[src/rtl/dzcc_pkg.sv]
package dzcc_pkg;

  localparam int SAMPLE_W = 24;
  localparam int OFF_W    = 13;
  localparam int EXP_W    = 14;
  localparam int CNT_W    = 14;
  localparam int SUM_W    = 38;
  localparam int CFG_W    = 12;
  localparam int ADDR_W   = 4;
  localparam int DATA_W   = 32;
  localparam int QUO_W    = SAMPLE_W;
  localparam int STEP_W   = $clog2(QUO_W);

  localparam logic [CNT_W-1:0] MAX_WINDOW = CNT_W'(8192);
  localparam logic [CNT_W-1:0] COUNT_MAX  = CNT_W'(8191);

  localparam logic [CFG_W-1:0] DEMEAN_LEAD_RST = CFG_W'(400);
  localparam logic [CFG_W-1:0] LEAD_RST        = CFG_W'(200);
  localparam logic [CFG_W-1:0] LAG_RST         = CFG_W'(20);

  localparam logic OP_SAMPLE = 1'b0;
  localparam logic OP_START  = 1'b1;

  typedef enum logic [1:0] {
    ST_WAITING  = 2'd0,
    ST_COMPLETE = 2'd1,
    ST_NO_LEAD  = 2'd2,
    ST_GAP      = 2'd3
  } status_t;

  typedef enum logic [1:0] {
    REG_DEMEAN_EN   = 2'd0,
    REG_DEMEAN_LEAD = 2'd1,
    REG_LEAD        = 2'd2,
    REG_LAG         = 2'd3
  } reg_idx_t;

  typedef enum logic [2:0] {
    S_IDLE,
    S_UPDATE,
    S_ADD_ACC,
    S_DIV_VEL,
    S_DIV_ACC,
    S_CROSS,
    S_DONE
  } fsm_t;

endpackage

[src/rtl/demeaned_zero_crossing_counter_core.sv]
// Channel  Handshake                          Item fields
// in_      in_valid / in_ready                operation, sample_offset, sample_vel, sample_acc
// out_     out_valid / out_ready              status, crossings_vel, crossings_acc, vel/acc means
// cfg_     cfg_psel, cfg_penable, cfg_pwrite  enable, demean lead, lead, lag at byte 4*i
//
// Items are taken one at a time; in_ready is high only while idle. Per item: update, add,
// then one shared serial divider forms both means at one quotient bit per cycle (24 steps
// each), then crossing and result load. One result per item. Reset (rst_n low, synchronous)
// clears the measurement and loads register defaults. The result sits in an output register;
// a stalled out_ready holds that result and stalls the next item at result load, in_ready low.
module demeaned_zero_crossing_counter_core (
  input  logic                                  clk,
  input  logic                                  rst_n,

  input  logic                                  in_valid,
  output logic                                  in_ready,
  input  logic                                  in_operation,
  input  logic signed [dzcc_pkg::OFF_W-1:0]     in_sample_offset,
  input  logic signed [dzcc_pkg::SAMPLE_W-1:0]  in_sample_vel,
  input  logic signed [dzcc_pkg::SAMPLE_W-1:0]  in_sample_acc,

  output logic                                  out_valid,
  input  logic                                  out_ready,
  output logic        [1:0]                     out_status,
  output logic signed [dzcc_pkg::CNT_W-1:0]     out_crossings_vel,
  output logic signed [dzcc_pkg::CNT_W-1:0]     out_crossings_acc,
  output logic signed [dzcc_pkg::SAMPLE_W-1:0]  out_mean_vel,
  output logic signed [dzcc_pkg::SAMPLE_W-1:0]  out_mean_acc,

  input  logic                                  cfg_psel,
  input  logic                                  cfg_penable,
  input  logic                                  cfg_pwrite,
  input  logic        [dzcc_pkg::ADDR_W-1:0]    cfg_paddr,
  input  logic        [dzcc_pkg::DATA_W-1:0]    cfg_pwdata,
  output logic        [dzcc_pkg::DATA_W-1:0]    cfg_prdata,
  output logic                                  cfg_pready
);

  localparam int SW = dzcc_pkg::SAMPLE_W;
  localparam int EW = dzcc_pkg::EXP_W;
  localparam int CW = dzcc_pkg::CFG_W;

  // configuration
  logic                   demean_en_r;
  logic [CW-1:0]          demean_lead_r;
  logic [CW-1:0]          lead_r;
  logic [CW-1:0]          lag_r;
  logic                   cfg_wr;
  dzcc_pkg::reg_idx_t     cfg_idx;

  // item latch
  logic                              op_r, op_nxt;
  logic signed [dzcc_pkg::OFF_W-1:0] off_r, off_nxt;
  logic signed [SW-1:0]              vel_r, vel_nxt;
  logic signed [SW-1:0]              acc_r, acc_nxt;

  // measurement state
  dzcc_pkg::fsm_t                    state_r, state_nxt;
  logic signed [EW-1:0]              expected_r, expected_nxt;
  logic                              any_taken_r, any_taken_nxt;
  logic [dzcc_pkg::CNT_W-1:0]        mean_count_r, mean_count_nxt;
  logic signed [dzcc_pkg::SUM_W-1:0] sum_vel_r, sum_vel_nxt;
  logic signed [dzcc_pkg::SUM_W-1:0] sum_acc_r, sum_acc_nxt;
  logic                              above_vel_r, above_vel_nxt;
  logic                              above_acc_r, above_acc_nxt;
  logic signed [dzcc_pkg::CNT_W-1:0] cnt_vel_r, cnt_vel_nxt;
  logic signed [dzcc_pkg::CNT_W-1:0] cnt_acc_r, cnt_acc_nxt;
  dzcc_pkg::status_t                 status_r, status_nxt;
  logic                              win_r, win_nxt;
  logic                              add_r, add_nxt;
  logic signed [SW-1:0]              mean_vel_r, mean_vel_nxt;
  logic signed [SW-1:0]              mean_acc_r, mean_acc_nxt;

  // result register
  logic                              out_valid_r, out_valid_nxt;
  logic [1:0]                        out_status_r, out_status_nxt;
  logic signed [dzcc_pkg::CNT_W-1:0] out_cv_r, out_cv_nxt;
  logic signed [dzcc_pkg::CNT_W-1:0] out_ca_r, out_ca_nxt;
  logic signed [SW-1:0]              out_mv_r, out_mv_nxt;
  logic signed [SW-1:0]              out_ma_r, out_ma_nxt;

  // shared divider
  logic                              div_start;
  logic signed [dzcc_pkg::SUM_W-1:0] div_dividend;
  logic                              div_done;
  logic signed [SW-1:0]              div_quot;

  logic signed [EW-1:0] off_ext;
  logic signed [EW-1:0] dlead_neg;
  logic signed [EW-1:0] lead_neg;
  logic signed [EW-1:0] lag_s;
  logic                 use_mean;
  logic                 a_vel;
  logic                 a_acc;

  assign off_ext   = EW'(off_r);
  assign dlead_neg = -$signed({{(EW-CW){1'b0}}, demean_lead_r});
  assign lead_neg  = -$signed({{(EW-CW){1'b0}}, lead_r});
  assign lag_s     = $signed({{(EW-CW){1'b0}}, lag_r});
  assign use_mean  = demean_en_r && (mean_count_r != '0);
  assign a_vel     = (vel_r > mean_vel_r);
  assign a_acc     = (acc_r > mean_acc_r);

  assign div_dividend = (state_r == dzcc_pkg::S_ADD_ACC) ? sum_vel_r : sum_acc_r;

  dzcc_div u_div (
    .clk      (clk),
    .rst_n    (rst_n),
    .start    (div_start),
    .dividend (div_dividend),
    .divisor  (mean_count_r),
    .done     (div_done),
    .quotient (div_quot)
  );

  // configuration port
  assign cfg_pready = 1'b1;
  assign cfg_wr     = cfg_psel && cfg_penable && cfg_pwrite;
  assign cfg_idx    = dzcc_pkg::reg_idx_t'(cfg_paddr[3:2]);

  always_comb begin
    case (cfg_idx)
      dzcc_pkg::REG_DEMEAN_EN:   cfg_prdata = {{(dzcc_pkg::DATA_W-1){1'b0}}, demean_en_r};
      dzcc_pkg::REG_DEMEAN_LEAD: cfg_prdata = {{(dzcc_pkg::DATA_W-CW){1'b0}}, demean_lead_r};
      dzcc_pkg::REG_LEAD:        cfg_prdata = {{(dzcc_pkg::DATA_W-CW){1'b0}}, lead_r};
      dzcc_pkg::REG_LAG:         cfg_prdata = {{(dzcc_pkg::DATA_W-CW){1'b0}}, lag_r};
      default:                   cfg_prdata = '0;
    endcase
  end

  always_ff @(posedge clk) begin
    if (!rst_n) begin
      demean_en_r   <= 1'b1;
      demean_lead_r <= dzcc_pkg::DEMEAN_LEAD_RST;
      lead_r        <= dzcc_pkg::LEAD_RST;
      lag_r         <= dzcc_pkg::LAG_RST;
    end else if (cfg_wr) begin
      case (cfg_idx)
        dzcc_pkg::REG_DEMEAN_EN:   demean_en_r   <= cfg_pwdata[0];
        dzcc_pkg::REG_DEMEAN_LEAD: demean_lead_r <= cfg_pwdata[CW-1:0];
        dzcc_pkg::REG_LEAD:        lead_r        <= cfg_pwdata[CW-1:0];
        dzcc_pkg::REG_LAG:         lag_r         <= cfg_pwdata[CW-1:0];
        default: ;
      endcase
    end
  end

  // sequencer
  always_comb begin
    state_nxt      = state_r;
    op_nxt         = op_r;
    off_nxt        = off_r;
    vel_nxt        = vel_r;
    acc_nxt        = acc_r;
    expected_nxt   = expected_r;
    any_taken_nxt  = any_taken_r;
    mean_count_nxt = mean_count_r;
    sum_vel_nxt    = sum_vel_r;
    sum_acc_nxt    = sum_acc_r;
    above_vel_nxt  = above_vel_r;
    above_acc_nxt  = above_acc_r;
    cnt_vel_nxt    = cnt_vel_r;
    cnt_acc_nxt    = cnt_acc_r;
    status_nxt     = status_r;
    win_nxt        = win_r;
    add_nxt        = add_r;
    mean_vel_nxt   = mean_vel_r;
    mean_acc_nxt   = mean_acc_r;
    out_valid_nxt  = out_valid_r && !out_ready;
    out_status_nxt = out_status_r;
    out_cv_nxt     = out_cv_r;
    out_ca_nxt     = out_ca_r;
    out_mv_nxt     = out_mv_r;
    out_ma_nxt     = out_ma_r;
    in_ready       = 1'b0;
    div_start      = 1'b0;

    case (state_r)
      dzcc_pkg::S_IDLE: begin
        in_ready = 1'b1;
        if (in_valid) begin
          op_nxt    = in_operation;
          off_nxt   = in_sample_offset;
          vel_nxt   = in_sample_vel;
          acc_nxt   = in_sample_acc;
          state_nxt = dzcc_pkg::S_UPDATE;
        end
      end
      dzcc_pkg::S_UPDATE: begin
        win_nxt   = 1'b0;
        add_nxt   = 1'b0;
        state_nxt = dzcc_pkg::S_ADD_ACC;
        if (op_r == dzcc_pkg::OP_START) begin
          any_taken_nxt  = 1'b0;
          mean_count_nxt = '0;
          sum_vel_nxt    = '0;
          sum_acc_nxt    = '0;
          above_vel_nxt  = 1'b0;
          above_acc_nxt  = 1'b0;
          cnt_vel_nxt    = '1;
          cnt_acc_nxt    = '1;
          status_nxt     = dzcc_pkg::ST_WAITING;
          expected_nxt   = dlead_neg;
        end else if (status_r == dzcc_pkg::ST_WAITING && off_ext >= expected_r) begin
          if (off_ext > expected_r) begin
            status_nxt = any_taken_r ? dzcc_pkg::ST_GAP : dzcc_pkg::ST_NO_LEAD;
          end else begin
            any_taken_nxt = 1'b1;
            expected_nxt  = expected_r + 1'b1;
            if (demean_en_r && off_ext >= dlead_neg &&
                mean_count_r < dzcc_pkg::MAX_WINDOW) begin
              mean_count_nxt = mean_count_r + 1'b1;
              sum_vel_nxt    = sum_vel_r + dzcc_pkg::SUM_W'(vel_r);
              add_nxt        = 1'b1;
            end
            win_nxt = (off_ext >= lead_neg) && (off_ext <= lag_s);
            if (off_ext >= lag_s) begin
              status_nxt = dzcc_pkg::ST_COMPLETE;
            end
          end
        end
      end
      dzcc_pkg::S_ADD_ACC: begin
        if (add_r) begin
          sum_acc_nxt = sum_acc_r + dzcc_pkg::SUM_W'(acc_r);
        end
        div_start = 1'b1;
        state_nxt = dzcc_pkg::S_DIV_VEL;
      end
      dzcc_pkg::S_DIV_VEL: begin
        if (div_done) begin
          mean_vel_nxt = use_mean ? div_quot : '0;
          div_start    = 1'b1;
          state_nxt    = dzcc_pkg::S_DIV_ACC;
        end
      end
      dzcc_pkg::S_DIV_ACC: begin
        if (div_done) begin
          mean_acc_nxt = use_mean ? div_quot : '0;
          state_nxt    = dzcc_pkg::S_CROSS;
        end
      end
      dzcc_pkg::S_CROSS: begin
        if (win_r) begin
          if (cnt_vel_r[dzcc_pkg::CNT_W-1]) begin
            cnt_vel_nxt   = '0;
            above_vel_nxt = a_vel;
          end else if (a_vel != above_vel_r) begin
            above_vel_nxt = a_vel;
            if (cnt_vel_r < $signed(dzcc_pkg::COUNT_MAX)) begin
              cnt_vel_nxt = cnt_vel_r + 1'b1;
            end
          end
          if (cnt_acc_r[dzcc_pkg::CNT_W-1]) begin
            cnt_acc_nxt   = '0;
            above_acc_nxt = a_acc;
          end else if (a_acc != above_acc_r) begin
            above_acc_nxt = a_acc;
            if (cnt_acc_r < $signed(dzcc_pkg::COUNT_MAX)) begin
              cnt_acc_nxt = cnt_acc_r + 1'b1;
            end
          end
        end
        state_nxt = dzcc_pkg::S_DONE;
      end
      dzcc_pkg::S_DONE: begin
        if (!out_valid_r || out_ready) begin
          out_valid_nxt  = 1'b1;
          out_status_nxt = status_r;
          out_cv_nxt     = cnt_vel_r;
          out_ca_nxt     = cnt_acc_r;
          out_mv_nxt     = mean_vel_r;
          out_ma_nxt     = mean_acc_r;
          state_nxt      = dzcc_pkg::S_IDLE;
        end
      end
      default: state_nxt = dzcc_pkg::S_IDLE;
    endcase
  end

  always_ff @(posedge clk) begin
    if (!rst_n) begin
      state_r <= dzcc_pkg::S_IDLE;
    end else begin
      state_r <= state_nxt;
    end
  end

  always_ff @(posedge clk) begin
    if (!rst_n) begin
      expected_r   <= '0;
      any_taken_r  <= 1'b0;
      mean_count_r <= '0;
      sum_vel_r    <= '0;
      sum_acc_r    <= '0;
      above_vel_r  <= 1'b0;
      above_acc_r  <= 1'b0;
      cnt_vel_r    <= '1;
      cnt_acc_r    <= '1;
      status_r     <= dzcc_pkg::ST_WAITING;
      win_r        <= 1'b0;
      add_r        <= 1'b0;
      out_valid_r  <= 1'b0;
    end else begin
      expected_r   <= expected_nxt;
      any_taken_r  <= any_taken_nxt;
      mean_count_r <= mean_count_nxt;
      sum_vel_r    <= sum_vel_nxt;
      sum_acc_r    <= sum_acc_nxt;
      above_vel_r  <= above_vel_nxt;
      above_acc_r  <= above_acc_nxt;
      cnt_vel_r    <= cnt_vel_nxt;
      cnt_acc_r    <= cnt_acc_nxt;
      status_r     <= status_nxt;
      win_r        <= win_nxt;
      add_r        <= add_nxt;
      out_valid_r  <= out_valid_nxt;
    end
  end

  always_ff @(posedge clk) begin
    op_r         <= op_nxt;
    off_r        <= off_nxt;
    vel_r        <= vel_nxt;
    acc_r        <= acc_nxt;
    mean_vel_r   <= mean_vel_nxt;
    mean_acc_r   <= mean_acc_nxt;
    out_status_r <= out_status_nxt;
    out_cv_r     <= out_cv_nxt;
    out_ca_r     <= out_ca_nxt;
    out_mv_r     <= out_mv_nxt;
    out_ma_r     <= out_ma_nxt;
  end

  assign out_valid         = out_valid_r;
  assign out_status        = out_status_r;
  assign out_crossings_vel = out_cv_r;
  assign out_crossings_acc = out_ca_r;
  assign out_mean_vel      = out_mv_r;
  assign out_mean_acc      = out_ma_r;

endmodule

[src/rtl/dzcc_div.sv]
module dzcc_div (
  input  logic                                 clk,
  input  logic                                 rst_n,
  input  logic                                 start,
  input  logic signed [dzcc_pkg::SUM_W-1:0]    dividend,
  input  logic        [dzcc_pkg::CNT_W-1:0]    divisor,
  output logic                                 done,
  output logic signed [dzcc_pkg::QUO_W-1:0]    quotient
);

  logic                          busy_r;
  logic                          done_r;
  logic [dzcc_pkg::STEP_W-1:0]   step_r;
  logic                          neg_r;
  logic [dzcc_pkg::CNT_W-1:0]    rem_r;
  logic [dzcc_pkg::QUO_W-1:0]    lo_r;
  logic [dzcc_pkg::QUO_W-1:0]    q_r;

  logic [dzcc_pkg::SUM_W-1:0]    mag;
  logic [dzcc_pkg::CNT_W:0]      trial;
  logic [dzcc_pkg::CNT_W:0]      diff;
  logic                          ge;
  logic [dzcc_pkg::QUO_W:0]      q_ext;
  logic [dzcc_pkg::QUO_W:0]      q_floor;

  assign mag   = dividend[dzcc_pkg::SUM_W-1] ? (~dividend + 1'b1) : dividend;
  assign trial = {rem_r, lo_r[dzcc_pkg::QUO_W-1]};
  assign diff  = trial - {1'b0, divisor};
  assign ge    = (trial >= {1'b0, divisor});

  assign q_ext   = {1'b0, q_r};
  assign q_floor = neg_r ? ((~q_ext + 1'b1) - {{dzcc_pkg::QUO_W{1'b0}}, (rem_r != '0)})
                         : q_ext;

  assign done     = done_r;
  assign quotient = q_floor[dzcc_pkg::QUO_W-1:0];

  always_ff @(posedge clk) begin
    if (!rst_n) begin
      busy_r <= 1'b0;
      done_r <= 1'b0;
      step_r <= '0;
    end else if (start) begin
      busy_r <= 1'b1;
      done_r <= 1'b0;
      step_r <= '0;
    end else if (busy_r) begin
      step_r <= step_r + 1'b1;
      if (step_r == dzcc_pkg::STEP_W'(dzcc_pkg::QUO_W - 1)) begin
        busy_r <= 1'b0;
        done_r <= 1'b1;
      end
    end
  end

  always_ff @(posedge clk) begin
    if (start) begin
      neg_r <= dividend[dzcc_pkg::SUM_W-1];
      rem_r <= mag[dzcc_pkg::SUM_W-1:dzcc_pkg::QUO_W];
      lo_r  <= mag[dzcc_pkg::QUO_W-1:0];
      q_r   <= '0;
    end else if (busy_r) begin
      rem_r <= ge ? diff[dzcc_pkg::CNT_W-1:0] : trial[dzcc_pkg::CNT_W-1:0];
      lo_r  <= {lo_r[dzcc_pkg::QUO_W-2:0], 1'b0};
      q_r   <= {q_r[dzcc_pkg::QUO_W-2:0], ge};
    end
  end

endmodule

[config.mk]
export PLATFORM = sky130hd
export DESIGN_NAME = demeaned_zero_crossing_counter_core
export DESIGN_NICKNAME = d
export VERILOG_FILES = /design/src/rtl/dzcc_pkg.sv /design/src/rtl/demeaned_zero_crossing_counter_core.sv /design/src/rtl/dzcc_div.sv
export SDC_FILE = /design/constraint.sdc
export NUM_CORES = 1
export LEC_CHECK = 0
export BUFFER_PORTS_ARGS = -buffer_cell sky130_fd_sc_hd__buf_4
export CELL_PAD_IN_SITES_DETAIL_PLACEMENT = 1
export CELL_PAD_IN_SITES_GLOBAL_PLACEMENT = 1
export CORE_MARGIN = 2
export CORE_UTILIZATION = 48
export CTS_CLUSTER_SIZE = 8
export DETAILED_ROUTE_END_ITERATION = 8
export MAX_ROUTING_LAYER = met4
export PLACE_DENSITY = 0.91
export SYNTH_ARGS = -nofsm -noshare
export SYNTH_HDL_FRONTEND = slang
export SYNTH_SLANG_ARGS = --single-unit
[constraint.sdc]
create_clock -name clk -period 5.5 [get_ports clk]
set_input_delay 0.275 -clock clk [delete_from_list [all_inputs] [get_ports clk]]
set_output_delay 0.275 -clock clk [all_outputs]
set_load 0.02 [all_outputs]
==> qor.tcl <==
set qor(setup.worst_path.class) {register to register}
set qor(async_reset_ff_share_pct) 0
set qor(initial_core_utilization_pct) 48.5
set qor(synth_largest_area_cell) {sky130_fd_sc_hd__edfxtp_1}
set qor(outcome) {completed}
set qor(worst_path_max_delay_cell) {sky130_fd_sc_hd__o31ai_1}
set qor(crit_path_start) {u_div.rem_r[0]}
set qor(cts_buffers) 61
set qor(hold_path.startpoint) {in_valid}
set qor(report.final.hold_viol_count) 0
set qor(synth_compound_area_share_pct) 17.8
set qor(remaining_number_of_nets_flagged_by_the_antenna_check_after_routing) 0
set qor(tritoncts) {built}
set qor(post_cts.repair.setup_buffers) 0
set qor(max_cap_violations) 0
set qor(design.die.area_sq_um) 57600
set qor(data_required_critical_path_ns) 5.86
set qor(holdCritPathClass) {input pin to register}
set qor(drt-total-wl_um) 100000
set qor(grt-ovfl-total) 0
set qor(clkLatencyLatePin_ns) 0.69
set qor(finalCriticalPeriod_ns) 5.21
set qor(grt_max_degree) 86
set qor(grt_pass1_vias) 26000
set qor(rsz0062_at_grt) {false}
set qor(total_switching_power_mw) 2.96
set qor(dp_hpwl_um) 64200
set qor(setup_viol) 0
set qor(number_of_rows_in_the_core_area) 86
set qor(worstReg2RegStart) {u_div.rem_r[0]}
set qor(tightestPinTransition_ns) 1.25
set qor(drt_iter0_markers) 2072
set qor(dominantRegCellSynth) {sky130_fd_sc_hd__edfxtp_1}
set qor(leakage_nw) 12.7
set qor(placeableCoreArea_sq_um) 55100
set qor(avg_inst_size_synth_sq_um) 9.49
set qor(portBuffers) 174
set qor(tns_ns) 0
set qor(clkTransAtPathRegs_ns) 0.06
set qor(fin_crit_sh_pct) 94.7
set qor(critical_path.n_buffers_inverters) 1
set qor(area_growth_from_synthesis_to_final_layout_pct) 16.6
set qor(via_per_inst) 6.31
set qor(postSynthCellCount) 2817
set qor(critPathArrivalTime_ns) 5.57
set qor(slew-limit-headroom_pct) 16.5
set qor(worst_path_dominant_cell_family) {compound AO/OA/AOI/OAI gates}
set qor(design.final.nets) 3375
set qor(drt_first_pass_iters) 7
set qor(placed_area_sq_um) 28600
set qor(grt_antenna_before_repair) 3
set qor(chipHeight_um) 240
set qor(intPower_mw) 6.47
set qor(critical-path-top-cell-by-count) {sky130_fd_sc_hd__ha_1}
set qor(ys_seq_area_share_pct) 41.3
set qor(yosys.area_share.simple_pct) 16.4
set qor(crit_chain) {or4_1, nor4_2, buf_4, ha_1, ha_1, a211oi_1, or3_1, o211ai_1, a41oi_1, o31ai_1, a2111o_1, a31oi_1, xnor2_1, mux2i_1, nor2_1}
set qor(vias) 24200
set qor(finClkSkew_ns) 0.0736
set qor(globalplace.congestion) 0.905
set qor(clkSinkCount) 438
set qor(main_combinational_cell_family_by_area_after_synthesis) {compound AO/OA/AOI/OAI gates}
set qor(synth_largest_type_area_fraction_pct) 25.5
set qor(seq_power_share_pct) 40.6
set qor(slew_viol_final) 0
set qor(power.share.clock_pct) 40.0
set qor(multi_input_gate_area_in_the_final_layout_sq_um) 14600
set qor(cts_max_level) 2
set qor(vdd_ir_drop_max_mv) 0.282
set qor(fraction_of_layout_instances_using_a_drive_strength_above_1_pct) 10.5
set qor(number_of_unique_standard_cell_types_used_by_synthesis) 88
set qor(endpoint_kind) {register}
set qor(clock.fmax_mhz) 192
set qor(post_synth_instance_area_sq_um) 26700
set qor(wl_per_cell_um) 26.0
set qor(final_cell_mix) {sky130_fd_sc_hd__nand2_1, sky130_fd_sc_hd__edfxtp_1, sky130_fd_sc_hd__ha_1}
set qor(clock_tree.root_cell) {sky130_fd_sc_hd__clkbuf_16}
set qor(final.fill_count) 6146
set qor(yosys-mux-area-fraction_pct) 3.97
set qor(layout_commonest_cell) {sky130_fd_sc_hd__nand2_1}
set qor(floorplan.die.width_um) 240
set qor(synth_xor_area_share_pct) 5.16
set qor(peak_per_stage_delay_on_the_critical_path_ns) 0.78
set qor(yosys_reg_bits) 438
set qor(synth-warning-count) 0
set qor(pwr_density_cell_nw_per_um2) 302
set qor(max-clock-path-buffers) 3
set qor(boundaryPins) 218
set qor(crit_path_start_kind) {register}
set qor(area.sequential_sq_um) 11000
set qor(drc) 0
set qor(synthAdderAreaFrac_pct) 10.7
set qor(path_max_fanout) 4
set qor(power_frac_comb_pct) 19.4
set qor(power.share.switching_pct) 31.4
set qor(post_synth_main_area_contributors) {sky130_fd_sc_hd__edfxtp_1, sky130_fd_sc_hd__dfxtp_1, sky130_fd_sc_hd__ha_1}
set qor(synth_edf_count) 227
set qor(wire_length_of_the_first_global_routing_pass_um) 153000
set qor(layout.cell_area.non_filler_sq_um) 31200
set qor(grt_util_all_layers_pct) 35.5
-- registers in the layout, indices dropped and copies added (netlist names), 13 cells and up --
register	flops
acc_r	24
cnt_acc_r	14
cnt_vel_r	14
expected_r	14
mean_acc_r	24
mean_count_r	14
mean_vel_r	24
off_r	13
out_crossings_acc	14
out_crossings_vel	14
out_mean_acc	24
out_mean_vel	24
sum_acc_r	38
sum_vel_r	38
u_div.lo_r	24
u_div.q_r	24
u_div.rem_r	14
vel_r	24
-- cells by family after synthesis --
| logic type | after synthesis |
|---|---|
| compound gates | 719 |
| xor+xnor | 155 |
| fa+ha+maj | 227 |
| buf+inv | 289 |
| flops | 438 |
| mux | 103 |
| other cells | 2 |
| simple gates | 884 |
-- through the flow --
stage,utilization (%),hold WS [ns],worst slack (ns),power [mW],cells
6_report,56.6,0.0703,0.291,9.42,3843
3_5_place_dp,51.9,0.436,0.650,5.55,3654
4_1_cts,56.6,0.0434,0.523,9.28,3841
5_1_grt,56.6,0.104,0.262,9.70,3843
3_3_place_gp,51.9,0.438,0.902,5.42,3654
2_1_floorplan,-,0.374,0.799,5.03,2836
-- metal layers --
metal / vias up / wire (um) / GRT usage, %
met5: - / 0 / -
met4: 0 / 7510 / 24.4
met3: 437 / 7460 / 6.62
met2: 1180 / 48100 / 58.6
met1: 11900 / 36900 / 38.8
li1: 10700 / - / -
-- worst reg2reg max path: cells and delay by family (launching register included) --
family                     cells  cell delay, ns
and+or+nand+nor                4            1.63
muxes                          1            0.21
AOI/OAI and AO/OA              6            1.89
DFF                            1            0.46
adders and majority gates      2            0.34
xor gates and xnor gates       1            0.16
buffers and inverters          1            0.26
-- Yosys cell counts, types with 63 or more instances --
cell and instances:
sky130_fd_sc_hd__mux2i_1 88, sky130_fd_sc_hd__xor2_1 71, sky130_fd_sc_hd__nand2_1 258, sky130_fd_sc_hd__nor2b_1 82, sky130_fd_sc_hd__dfxtp_1 211, sky130_fd_sc_hd__clkbuf_1 84
sky130_fd_sc_hd__a21oi_1 157, sky130_fd_sc_hd__a21o_1 63, sky130_fd_sc_hd__inv_1 160, sky130_fd_sc_hd__ha_1 224, sky130_fd_sc_hd__nor2_1 206, sky130_fd_sc_hd__edfxtp_1 227
sky130_fd_sc_hd__o21ai_0 143, sky130_fd_sc_hd__xnor2_1 82
-- repair_timing --
item	4_1_cts	5_1_grt
hold buffers	74	0
resized for setup	0	0
endpoints found under the setup margin	0	0
endpoints found under the hold margin	99	0
-- layout make-up --
| type | count | share of cell area, % |
|---|---|---|
| multi-input cells | 2109 | 46.7 |
| clock buffers | 109 | 5.54 |
| well taps | 748 | 3.00 |
| clock inverters | 4 | 0.273 |
| repair buffers | 271 | 7.12 |
| inverters | 162 | 1.95 |
| flip-flops and latches | 438 | 35.4 |
| diodes | 2 | 0.0161 |
-- power by group through the flow --
stage	combinational, mW	sequential, mW	clock [mW]
2_1_floorplan	1.23	3.80	0
3_3_place_gp	1.56	3.86	0
3_5_place_dp	1.67	3.87	0
4_1_cts	1.77	3.81	3.70
5_1_grt	1.98	3.84	3.88
6_report	1.83	3.83	3.77
-- worst paths after layout --
path,cells after the start,endpoint,slack [ns]
setup / recovery,15,mean_vel_r[22],0.29
hold reg to reg,0,out_mean_vel[3],0.45
setup reg to reg,15,mean_vel_r[22],0.29
hold / removal,4,state_r[0],0.07
(Power assumes the default switching activity.)
